`src/design/pim_pkg.sv`:
```
// ----------------------------------------------------------------------------
// pim_pkg: shared types and constants for the priority inheritance mutex
// Widths, wait list depth, status codes, controller states and the cell
// payload type used by the wait list and the top level.
// ----------------------------------------------------------------------------
`default_nettype none

package pim_pkg;

  localparam int TID_W      = 5;
  localparam int PRIO_W     = 8;
  localparam int HOLD_W     = 16;
  localparam int WAIT_DEPTH = 16;
  localparam int CNT_W      = $clog2(WAIT_DEPTH + 1);

  localparam int IN_DATA_W  = 16;
  localparam int OUT_DATA_W = 48;

  localparam logic [HOLD_W-1:0] HOLD_LIMIT = 16'hFFFF;
  localparam logic [PRIO_W-1:0] PRIO_IDLE  = 8'hFF;

  typedef enum logic [2:0] {
    ST_OK         = 3'd0,
    ST_BUSY       = 3'd1,
    ST_QUEUED     = 3'd2,
    ST_NOT_OWNER  = 3'd3,
    ST_LIST_FULL  = 3'd4,
    ST_COUNT_FULL = 3'd5
  } status_t;

  typedef enum logic {
    OP_LOCK   = 1'b0,
    OP_UNLOCK = 1'b1
  } op_t;

  typedef enum logic {
    S_IDLE = 1'b0,
    S_EXEC = 1'b1
  } state_t;

  typedef struct packed {
    logic [TID_W-1:0]  tid;
    logic [PRIO_W-1:0] prio;
  } waiter_t;

  typedef struct packed {
    logic insert;
    logic pop;
  } list_ctrl_t;

endpackage

`default_nettype wire

```
`src/design/pim_cell.sv`:
```
// ----------------------------------------------------------------------------
// pim_cell: one slot of the sorted wait list
// Holds one waiter. On insert it keeps its entry, takes the new waiter or
// takes its lower neighbor's entry; on pop it takes its upper neighbor's.
// ----------------------------------------------------------------------------
`default_nettype none

module pim_cell
  import pim_pkg::*;
(
  input  wire logic       clk,
  input  wire list_ctrl_t ctrl,
  input  wire waiter_t    new_item,
  input  wire logic       occupied,
  input  wire logic       prev_keep,
  input  wire waiter_t    prev_item,
  input  wire waiter_t    next_item,
  output logic            keep,
  output waiter_t         item
);

  waiter_t item_r;
  waiter_t item_nxt;

  // Entry stays in place when it is at least as urgent as the newcomer,
  // which keeps FIFO order among equal priorities.
  assign keep = occupied && (item_r.prio <= new_item.prio);
  assign item = item_r;

  always_comb begin
    item_nxt = item_r;
    if (ctrl.insert) begin
      if (keep) begin
        item_nxt = item_r;
      end else if (prev_keep) begin
        item_nxt = new_item;
      end else begin
        item_nxt = prev_item;
      end
    end else if (ctrl.pop) begin
      item_nxt = next_item;
    end
  end

  always_ff @(posedge clk) begin
    item_r <= item_nxt;
  end

endmodule

`default_nettype wire

```
`src/design/pim_wait_list.sv`:
```
// ----------------------------------------------------------------------------
// pim_waiter_row: priority-sorted wait list as a row of cells
// Cell 0 is the head. The fill count marks which cells hold waiters.
// ----------------------------------------------------------------------------
`default_nettype none

module pim_waiter_row
  import pim_pkg::*;
(
  input  wire logic       clk,
  input  wire logic       rst_n,
  input  wire list_ctrl_t ctrl,
  input  wire waiter_t    new_item,
  output waiter_t         head,
  output logic [CNT_W-1:0] count
);

  logic [CNT_W-1:0] count_r;
  logic [CNT_W-1:0] count_nxt;
  waiter_t          cell_item [WAIT_DEPTH];
  logic             cell_keep [WAIT_DEPTH];

  genvar i;
  generate
    for (i = 0; i < WAIT_DEPTH; i++) begin : g_cell
      localparam logic [CNT_W-1:0] IDX = CNT_W'(i);
      logic    prev_keep;
      waiter_t prev_item;
      waiter_t next_item;

      if (i == 0) begin : g_first
        assign prev_keep = 1'b1;
        assign prev_item = new_item;
      end else begin : g_mid
        assign prev_keep = cell_keep[i-1];
        assign prev_item = cell_item[i-1];
      end

      if (i == WAIT_DEPTH - 1) begin : g_last
        assign next_item = cell_item[i];
      end else begin : g_up
        assign next_item = cell_item[i+1];
      end

      pim_cell u_cell (
        .clk       (clk),
        .ctrl      (ctrl),
        .new_item  (new_item),
        .occupied  (IDX < count_r),
        .prev_keep (prev_keep),
        .prev_item (prev_item),
        .next_item (next_item),
        .keep      (cell_keep[i]),
        .item      (cell_item[i])
      );
    end
  endgenerate

  always_comb begin
    count_nxt = count_r;
    if (ctrl.insert) begin
      count_nxt = count_r + CNT_W'(1);
    end else if (ctrl.pop) begin
      count_nxt = count_r - CNT_W'(1);
    end
  end

  always_ff @(posedge clk) begin
    if (!rst_n) begin
      count_r <= '0;
    end else begin
      count_r <= count_nxt;
    end
  end

  assign head  = cell_item[0];
  assign count = count_r;

endmodule

`default_nettype wire

```
`src/design/priority_inheritance_mutex_top.sv`:
```
// ----------------------------------------------------------------------------
// priority_inheritance_mutex_top: recursive mutex with priority inheritance
// Serves lock and unlock requests, tracks owner, hold count and priorities,
// and keeps a priority-sorted wait list in a row of shift cells.
// ----------------------------------------------------------------------------
//
//  channel | dir | width | contents
//  --------+-----+-------+---------------------------------------------------
//  in_     | in  |  16   | one lock or unlock request per transfer
//  out_    | out |  48   | one result per request, in request order
//
//  Flow: the request is first captured into the request registers; in the
//  execute state it is then decided, which updates the owner registers, shifts
//  the wait list cells by one (insert or pop) and loads the output register.
//  Reset: rst_n low for one clock frees the mutex and empties the wait list.
//  Stalls: a request is taken while an earlier result still waits in the
//  output register; its decision is held off until that result is taken.
// ----------------------------------------------------------------------------
`default_nettype none

module priority_inheritance_mutex_top
  import pim_pkg::*;
(
  input  wire logic                  clk,
  input  wire logic                  rst_n,
  input  wire logic                  in_tvalid,
  output logic                       in_tready,
  // [0] operation, [5:1] thread_id, [13:6] thread_priority,
  // [14] wait_allowed, [15] zero
  input  wire logic [IN_DATA_W-1:0]  in_tdata,
  output logic                       out_tvalid,
  input  wire logic                  out_tready,
  // [2:0] status, [3] boost_valid, [8:4] boost_thread,
  // [16:9] boost_priority, [17] restore_valid, [25:18] restore_priority,
  // [26] handover_valid, [31:27] handover_thread, [47:32] hold_count_now
  output logic [OUT_DATA_W-1:0]      out_tdata
);

  // controller
  state_t state_r;
  state_t state_nxt;

  // captured request
  op_t               op_r;
  logic [TID_W-1:0]  tid_r;
  logic [PRIO_W-1:0] prio_r;
  logic              wait_r;

  // owner state
  logic              owner_valid_r, owner_valid_nxt;
  logic [TID_W-1:0]  owner_tid_r,   owner_tid_nxt;
  logic [PRIO_W-1:0] eff_prio_r,    eff_prio_nxt;
  logic [PRIO_W-1:0] orig_prio_r,   orig_prio_nxt;
  logic [HOLD_W-1:0] hold_r,        hold_nxt;

  // result register
  logic                  out_valid_r, out_valid_nxt;
  logic [OUT_DATA_W-1:0] out_data_r,  out_data_nxt;

  // wait list
  list_ctrl_t       list_ctrl;
  waiter_t          new_waiter;
  waiter_t          head;
  logic [CNT_W-1:0] wait_count;

  logic              in_xfer;
  logic              exec;
  status_t           status;
  logic              bv, rv, hv;
  logic [TID_W-1:0]  bt, ht;
  logic [PRIO_W-1:0] bp, rp;
  logic              do_insert, do_pop;

  assign in_tready = (state_r == S_IDLE);
  assign in_xfer   = in_tvalid && in_tready;
  // decide only when the result register is free or being emptied
  assign exec      = (state_r == S_EXEC) && (!out_valid_r || out_tready);

  assign new_waiter.tid  = tid_r;
  assign new_waiter.prio = prio_r;
  assign list_ctrl.insert = exec && do_insert;
  assign list_ctrl.pop    = exec && do_pop;

  pim_waiter_row u_waiters (
    .clk      (clk),
    .rst_n    (rst_n),
    .ctrl     (list_ctrl),
    .new_item (new_waiter),
    .head     (head),
    .count    (wait_count)
  );

  // request decision
  always_comb begin
    status          = ST_OK;
    bv = 1'b0; bt = '0; bp = '0;
    rv = 1'b0; rp = '0;
    hv = 1'b0; ht = '0;
    do_insert       = 1'b0;
    do_pop          = 1'b0;
    owner_valid_nxt = owner_valid_r;
    owner_tid_nxt   = owner_tid_r;
    eff_prio_nxt    = eff_prio_r;
    orig_prio_nxt   = orig_prio_r;
    hold_nxt        = hold_r;

    if (op_r == OP_LOCK) begin
      if (owner_valid_r && (owner_tid_r == tid_r)) begin
        if (hold_r >= HOLD_LIMIT) begin
          status = ST_COUNT_FULL;
        end else begin
          hold_nxt = hold_r + HOLD_W'(1);
        end
      end else if (!owner_valid_r) begin
        owner_valid_nxt = 1'b1;
        owner_tid_nxt   = tid_r;
        hold_nxt        = HOLD_W'(1);
        orig_prio_nxt   = prio_r;
        eff_prio_nxt    = prio_r;
      end else if (!wait_r) begin
        status = ST_BUSY;
      end else if (wait_count >= CNT_W'(WAIT_DEPTH)) begin
        status = ST_LIST_FULL;
      end else begin
        // caller more urgent than owner: owner inherits its priority
        if (prio_r < eff_prio_r) begin
          eff_prio_nxt = prio_r;
          bv = 1'b1;
          bt = owner_tid_r;
          bp = prio_r;
        end
        do_insert = 1'b1;
        status    = ST_QUEUED;
      end
    end else begin
      if (!owner_valid_r || (owner_tid_r != tid_r) || (hold_r == '0)) begin
        status = ST_NOT_OWNER;
      end else if (hold_r == HOLD_W'(1)) begin
        // final unlock
        if (eff_prio_r != orig_prio_r) begin
          rv = 1'b1;
          rp = orig_prio_r;
        end
        if (wait_count != '0) begin
          owner_tid_nxt = head.tid;
          orig_prio_nxt = head.prio;
          eff_prio_nxt  = head.prio;
          hold_nxt      = HOLD_W'(1);
          hv            = 1'b1;
          ht            = head.tid;
          do_pop        = 1'b1;
        end else begin
          owner_valid_nxt = 1'b0;
          owner_tid_nxt   = '0;
          orig_prio_nxt   = PRIO_IDLE;
          eff_prio_nxt    = PRIO_IDLE;
          hold_nxt        = '0;
        end
      end else begin
        hold_nxt = hold_r - HOLD_W'(1);
      end
    end
  end

  // controller next state and result register
  always_comb begin
    state_nxt     = state_r;
    out_valid_nxt = out_valid_r;
    out_data_nxt  = out_data_r;
    if (out_valid_r && out_tready) begin
      out_valid_nxt = 1'b0;
    end
    unique case (state_r)
      S_IDLE: begin
        if (in_xfer) begin
          state_nxt = S_EXEC;
        end
      end
      S_EXEC: begin
        if (exec) begin
          state_nxt     = S_IDLE;
          out_valid_nxt = 1'b1;
          out_data_nxt  = {hold_nxt, ht, hv, rp, rv, bp, bt, bv, status};
        end
      end
      default: begin
        state_nxt = S_IDLE;
      end
    endcase
  end

  always_ff @(posedge clk) begin
    if (!rst_n) begin
      state_r <= S_IDLE;
    end else begin
      state_r <= state_nxt;
    end
  end

  always_ff @(posedge clk) begin
    if (!rst_n) begin
      out_valid_r   <= 1'b0;
      owner_valid_r <= 1'b0;
      owner_tid_r   <= '0;
      eff_prio_r    <= PRIO_IDLE;
      orig_prio_r   <= PRIO_IDLE;
      hold_r        <= '0;
    end else begin
      out_valid_r <= out_valid_nxt;
      if (exec) begin
        owner_valid_r <= owner_valid_nxt;
        owner_tid_r   <= owner_tid_nxt;
        eff_prio_r    <= eff_prio_nxt;
        orig_prio_r   <= orig_prio_nxt;
        hold_r        <= hold_nxt;
      end
    end
  end

  // payload registers
  always_ff @(posedge clk) begin
    out_data_r <= out_data_nxt;
    if (in_xfer) begin
      op_r   <= op_t'(in_tdata[0]);
      tid_r  <= in_tdata[5:1];
      prio_r <= in_tdata[13:6];
      wait_r <= in_tdata[14];
    end
  end

  assign out_tvalid = out_valid_r;
  assign out_tdata  = out_data_r;

`ifndef SYNTHESIS
  a_count_bound : assert property (@(posedge clk) disable iff (!rst_n)
    wait_count <= CNT_W'(WAIT_DEPTH))
    else $error("wait list count beyond depth");

  a_free_no_hold : assert property (@(posedge clk) disable iff (!rst_n)
    !owner_valid_r |-> (hold_r == '0) && (wait_count == '0))
    else $error("free mutex with hold count or waiters");

  a_owner_holds : assert property (@(posedge clk) disable iff (!rst_n)
    owner_valid_r |-> (hold_r != '0))
    else $error("owned mutex with zero hold count");

  a_eff_le_orig : assert property (@(posedge clk) disable iff (!rst_n)
    eff_prio_r <= orig_prio_r)
    else $error("effective priority less urgent than original");

  a_one_result : assert property (@(posedge clk) disable iff (!rst_n)
    in_xfer |=> (state_r == S_EXEC) && !in_tready)
    else $error("request accepted without entering execute");
`endif

endmodule

`default_nettype wire

```
`config.mk`:
```
export PLATFORM = sky130hd
export DESIGN_NAME = priority_inheritance_mutex_top
export DESIGN_NICKNAME = d
export VERILOG_FILES = /design/src/design/pim_pkg.sv /design/src/design/pim_cell.sv /design/src/design/pim_wait_list.sv /design/src/design/priority_inheritance_mutex_top.sv
export SDC_FILE = /design/constraint.sdc
export NUM_CORES = 1
export LEC_CHECK = 0
export BUFFER_PORTS_ARGS = -buffer_cell sky130_fd_sc_hd__buf_2
export CAP_MARGIN = 25
export CORE_ASPECT_RATIO = 1.75
export CORE_UTILIZATION = 50
export DETAILED_ROUTE_END_ITERATION = 12
export GPL_TIMING_DRIVEN = 0
export PLACE_DENSITY_LB_ADDON = 0.25
export SETUP_SLACK_MARGIN = 0.05
export SLEW_MARGIN = 20
export SYNTH_ARGS = -nofsm -noshare
export SYNTH_HDL_FRONTEND = slang
export SYNTH_SLANG_ARGS = --single-unit
export TNS_END_PERCENT = 1
```
`constraint.sdc`:
```
create_clock -name clk -period 4.19 [get_ports clk]
set_clock_uncertainty 0.15 [all_clocks]
set_input_delay 0.2095 -clock clk [delete_from_list [all_inputs] [get_ports clk]]
set_output_delay 0.2095 -clock clk [all_outputs]
set_load 0.005 [all_outputs]
```
==> results of run 1 <==
logic make-up (layout without fill, tap and decap cells):
kind of cell / Yosys count / after routing
fa+ha+maj: 135 / 135
mux: 193 / 193
flops: 316 / 316
buf+inv: 181 / 357
xor+xnor: 21 / 21
compound gates: 450 / 450
simple gates: 531 / 531
state kept, by name, summed over array words and instances, names as in the netlist:
signal and count:
eff_prio_r 8, hold_r 16, op_r 1, orig_prio_r 8, out_tdata 48, out_tvalid 1
owner_tid_r 5, owner_valid_r 1, prio_r 8, state_r 1, tid_r 5, u_waiters.count 5
u_waiters.g_cell.u_cell.item 208, wait_r 1
final timing paths:
| check | from | to | cells past startpoint |
|---|---|---|---|
| max | tid_r[1]$_DFFE_PP_ | u_waiters.g_cell[2].u_cell.item[4]$_DFFE_PP_ | 10 |
| min | in_tdata[13] | prio_r[7]$_DFFE_PP_ | 2 |
| max reg2reg | tid_r[1]$_DFFE_PP_ | u_waiters.g_cell[2].u_cell.item[4]$_DFFE_PP_ | 10 |
| min reg2reg | out_tvalid$_SDFF_PN0_ | out_tvalid$_SDFF_PN0_ | 2 |
cell usage in the layout, fill, tap and decap left out, types with 45 or more instances in the layout:
master and instances:
a21oi_1 221, buf_2 99, clkbuf_1 78, dfxtp_1 45, edfxtp_1 271, ha_1 135
inv_1 45, mux2i_1 186, nand2_1 131, nor2_1 214, o21ai_0 77
layout make-up:
| class | instances | area, um^2 | share of cell area [%] |
|---|---|---|---|
| multi-input cells | 1330 | 9040 | 42.4 |
| flip-flops and latches | 316 | 9040 | 42.3 |
| clock buffers | 33 | 782 | 3.66 |
| repair buffers | 121 | 781 | 3.66 |
| well taps | 475 | 594 | 2.78 |
| plain buffers | 127 | 567 | 2.66 |
| clock inverters | 23 | 315 | 1.48 |
| inverters | 53 | 225 | 1.06 |
critical path, delay by kind of cell (launching register included):
| kind | cells | cell delay [ps] |
|---|---|---|
| xor+xnor | 1 | 200 |
| simple gates | 3 | 1320 |
| compound gates | 1 | 420 |
| flops | 1 | 330 |
| buf+inv | 5 | 1400 |
routing by layer:
layer / share of wire [%] / routed length (um) / GRT usage [%]
met1: 33 / 20700 / 33.1
met2: 53 / 33200 / 62.2
met3: 6.2 / 3890 / 4.51
met4: 8.3 / 5230 / 25.5
met5: 0 / 0 / 0
metrics by stage:
step	std cells	setup TNS [ps]
floorplan	1827	0
global placement	2370	-209880
detailed placement	2376	-122940
CTS	2472	0
global route	2478	0
finish	2478	0
report_power, final:
group | total (W) | internal, W | switching, W
registers | 0.00348 | 0.00343 | 0.0000482
logic | 0.000616 | 0.000203 | 0.000413
clock network | 0.00306 | 0.00178 | 0.00128
timing repair:
| item | CTS | global route |
|---|---|---|
| hold endpoints to repair | 26 | 0 |
| hold buffers | 18 | 0 |
| setup endpoints to repair | 337 | 266 |
| setup buffers | 23 | 5 |
| pin swaps | 0 | 1 |
| resized for setup | 28 | 17 |
==> flow_summary.yaml, run 1 <==
synthesis:
  synth_warnings: 0
  synth_area_um2: 18700
  synthCells: 1827
  synthTopCellsByArea: "edfxtp_1 (43%), mux2i_1 (9.9%), ha_1 (9.0%), a21oi_1 (6.0%), dfxtp_1 (4.8%)"
  synth.most_common_cell: "edfxtp_1"
  synthXorXnorAreaFrac_pct: 0.983
  synthAdderAreaFrac_pct: 9.03
  synth_async_sr_flop_share_pct: 0
  synth_top_area_cell: "edfxtp_1"
  synth_compound_area_share_pct: 14.2
  syn_area_per_cell_um2: 10.2
  synth.distinct_cells: 73
  seq_area_frac_synth_pct: 48.3
  syn_nets: 1982
  synth-seq-cells: 316
  muxShareOfSynthArea_pct: 10.4
  synthTopCellsByCount: "edfxtp_1 (271), a21oi_1 (223), nor2_1 (215)"
  ys.flop_type: "edfxtp_1"
  synth_top_family_by_area: "compound AO/OA/AOI/OAI gates"
  synth_edf_count: 271
  synth-simple-area-share_pct: 13.1
  synth_top_area_share_pct: 43.5
detailed_routing:
  drc: 0
  vias: 15400
  ant_nets: 0
  drtIter0Drc: 1153
  vias_per_cell: 6.23
  dr.pass1.iters: 5
  routedWlPerCell_um: 25.4
  wirelength_mm: 63.1
timing:
  postLayoutSetupSlackWorst_ps: 78.5
  rsz0062_at_grt: "yes"
  hold_violations: 0
  finalSetupViolCount: 0
  slew_viol_final: 0
  period_share_pct: 98.1
  hold-worst-slack_ps: 175
  fmax_ghz: 0.243
  worst_pin_slew_ps: 996
  slew_headroom_pct: 33.1
  fin_crit_ps: 4110
global_routing:
  grt.overflow.total: 0
  grt_pass1_vias: 15800
  grt_max_degree: 58
  grt.total_usage_pct: 33.4
  grt_pass1_wl_mm: 94.4
  antenna_found_initial: 0
clocking:
  root_buffer: "clkbuf_16"
  numCtsBuffers: 30
  cts_tree: "built"
  cts_buffer_depth: 3
  cts.sinks: 316
  cts.htree.levels: 1
  path_clk_slew_ps: 70
  clock_latency_ps: 600
critical_path:
  path_cells: "buf_2 > xnor2_1 > nand3_1 > or3_4 > buf_6 > or4_4 > buf_6 > clkbuf_1 > o21ai_1 > buf_4"
  worstSetupPathType: "reg -> reg"
  r2r_slack_ps: 80
  slowest_stage: "or4_4"
  path_common_cell: "buf_6"
  startpoint_type: "flip-flop"
  arrival_ps: 4270
  cpPeakStageDelay_ps: 520
  worstPathRequired_ps: 4340
  path_max_fanout: 10
  end_kind: "flip-flop"
finish:
  design_area_um2: 21300
  finalNetCount: 2134
  final_util_pct: 57.9
  nFillCells: 3168
  antenna_cells: 0
  synthToLayoutAreaGrowth_pct: 14.1
  drive_gt1_share_pct: 13.1
placed_design:
  gp_congestion: 1.07
  portBuffers: 68
  pre_cts_slack_ps: -597
  dp_hpwl_mm: 47.3
  dpl_cell_area_um2: 19700
die:
  core_um2: 36900
  rows: 93
  floorplan.initialDensity_pct: 50.7
  die_w_um: 148
  boundaryPins: 70
  die_h_um: 258
  dieArea_um2: 38200
power_and_ir_drop:
  finalPower_w: 0.00716
  vdd_drop_max_mv: 0.270
  powerDensity_nw_per_um2: 336
  p_leak_nw: 7.86
worst_hold_path:
  min_path_type: "in -> reg"
run:
  max_cap_viol_count: 0
run_status:
  outcome: "complete, no violations"
Note: power is estimated with default switching activity, not from simulation.
==> run 2: changes to the inputs <==
- PLACE_DENSITY: not set -> 0.68
- PLACE_DENSITY_LB_ADDON: 0.25 -> not set
==> run 2 against run 1 <==
Net effect:
- the flow now finishes with violations (setup timing)
- register-to-register slack worse by 130 ps
- first-iteration DRC count fell by 13%
- cell area decreased by 0.32%
- clock power decreased by 6%
- flip-flop and latch count stayed put
- critical path depth unchanged
- power decreased by 2.5%
- routed wire length up 2.5%
- hold slack better by 3.0 ps
- global-route usage increased by 0.89 points
- largest power group unchanged
==> flow_summary.yaml, run 2 (same netlist as run 1, synthesis figures left out) <==
clocking:
  numCtsBuffers: 30
  path_clk_slew_ps: 70
  cts_buffer_depth: 3
  cts.sinks: 316
  root_buffer: "clkbuf_16"
  cts_tree: "built"
  cts.htree.levels: 1
  clock_latency_ps: 600
die:
  floorplan.initialDensity_pct: 50.7
  dieArea_um2: 38200
  die_h_um: 258
  rows: 93
  die_w_um: 148
  core_um2: 36900
  boundaryPins: 70
detailed_routing:
  routedWlPerCell_um: 26.0
  wirelength_mm: 64.6
  drc: 0
  vias: 15400
  drtIter0Drc: 998
  dr.pass1.iters: 5
  ant_nets: 0
  vias_per_cell: 6.20
finish:
  antenna_cells: 0
  seq_area_um2: 9040
  drive_gt1_share_pct: 12.6
  final_util_pct: 57.7
  layout_common_cells: "edfxtp_1 (271), a21oi_1 (222), nor2_1 (215)"
  synthToLayoutAreaGrowth_pct: 13.7
  finalNetCount: 2139
  final_common_cell: "edfxtp_1"
  largest_reg_flops: 208
  multi_input_area_um2: 9020
  nFillCells: 3193
worst_hold_path:
  min_path_type: "in -> reg"
timing:
  rsz0062_at_grt: "yes"
  finalSetupViolCount: 13
  fmax_ghz: 0.236
  slew_viol_final: 0
  fin_crit_ps: 4250
  postLayoutSetupSlackWorst_ps: -56.0
  hold_violations: 0
  worst_pin_slew_ps: 1010
  period_share_pct: 101
  slew_headroom_pct: 32.7
global_routing:
  grt.overflow.total: 0
  met1_usage_pct: 33.8
  grt.total_usage_pct: 34.3
  use_met3_pct: 4.98
  busiest_layer: "met2"
  global_route.usage.met2_pct: 62.2
  grt_max_degree: 58
  grt_pass1_vias: 16000
  antenna_found_initial: 0
  grt_pass1_wl_mm: 96.4
critical_path:
  end_kind: "flip-flop"
  cpPeakStageDelay_ps: 830
  arrival_ps: 4330
  worstSetupPathType: "reg -> reg"
  startpoint_type: "flip-flop"
  path_cells: "clkinvlp_4 > buf_4 > ha_1 > o211ai_1 > a21oi_1 > a2111oi_0 > o22a_1 > buf_2 > clkbuf_1 > o21ai_2"
  crit_buf_inv: 4
  worstPathRequired_ps: 4280
  path_max_fanout: 13
  critical_path.top_delay_family: "compound AO/OA/AOI/OAI gates"
  slowest_stage: "edfxtp_1"
placed_design:
  pre_cts_slack_ps: -645
  dp_hpwl_mm: 47.9
  gp_congestion: 1.05
  portBuffers: 68
power_and_ir_drop:
  finalPower_w: 0.00698
  vdd_drop_max_mv: 0.250
  p_leak_nw: 7.84
  powerDensity_nw_per_um2: 328
run_status:
  outcome: "finished, violations left"
  violations: "setup timing"
run:
  max_cap_viol_count: 0
[run 2: worst reg2reg max path, stage by stage (launching register included)]
cell and delay (ps):
edfxtp_1 830, clkinvlp_4 230, buf_4 250, ha_1 340
o211ai_1 90, a21oi_1 100, a2111oi_0 520, o22a_1 200
buf_2 190, clkbuf_1 600, o21ai_2 380
[run 2: what timing repair did]
action / in CTS / in global routing
resized for setup: 14 / 20
setup buffers: 33 / 0
hold buffers: 18 / 0
setup endpoints to repair: 335 / 299
endpoints found under the hold margin: 26 / 0
[run 2: metal layers]
| metal | share of wire [%] | wire [um] |
|---|---|---|
| met2 | 52 | 33400 |
| met5 | 0 | 0 |
| met1 | 33 | 21600 |
| met3 | 5.4 | 3520 |
| met4 | 9.5 | 6130 |
[run 2: through the flow]
step                hold slack [ps]  std cells  setup TNS, ps  area (um^2)
detailed placement              238       2377        -125430        19700
global route                    182       2483          -2290        21300
finish                          178       2483           -612        21300
global placement                241       2370        -216390        19600
floorplan                       158       1827              0        18700
CTS                             162       2483              0        21200
[run 2: power breakdown]
group | leakage [nW] | switching, W | internal, W
Combinational | 4.78 | 0.000424 | 0.000206
Sequential | 2.56 | 0.0000421 | 0.00343
Clock | 0.505 | 0.00126 | 0.00162
Total | 7.84 | 0.00172 | 0.00526
[run 2: path summary, 6_finish.rpt]
check,startpoint,endpoint,slack (ps),depth (start not counted)
setup / recovery,prio_r[2]$_DFFE_PP_,u_waiters.g_cell[11].u_cell.item[10]$_DFFE_PP_,-60,10
hold / removal,in_tdata[10],prio_r[4]$_DFFE_PP_,180,2
setup reg to reg,prio_r[2]$_DFFE_PP_,u_waiters.g_cell[11].u_cell.item[10]$_DFFE_PP_,-60,10
hold reg to reg,orig_prio_r[5]$_SDFFE_PN1P_,orig_prio_r[5]$_SDFFE_PN1P_,360,2
[run 2: cell type report]
class | instances | share of cell area (%)
tap | 475 | 2.79
sequential | 316 | 42.5
clock buffer | 48 | 4.32
timing repair buffer | 127 | 3.88
inverter | 53 | 1.06
multi-input combinational | 1330 | 42.4
clock inverter | 8 | 0.476
buffer | 126 | 2.58
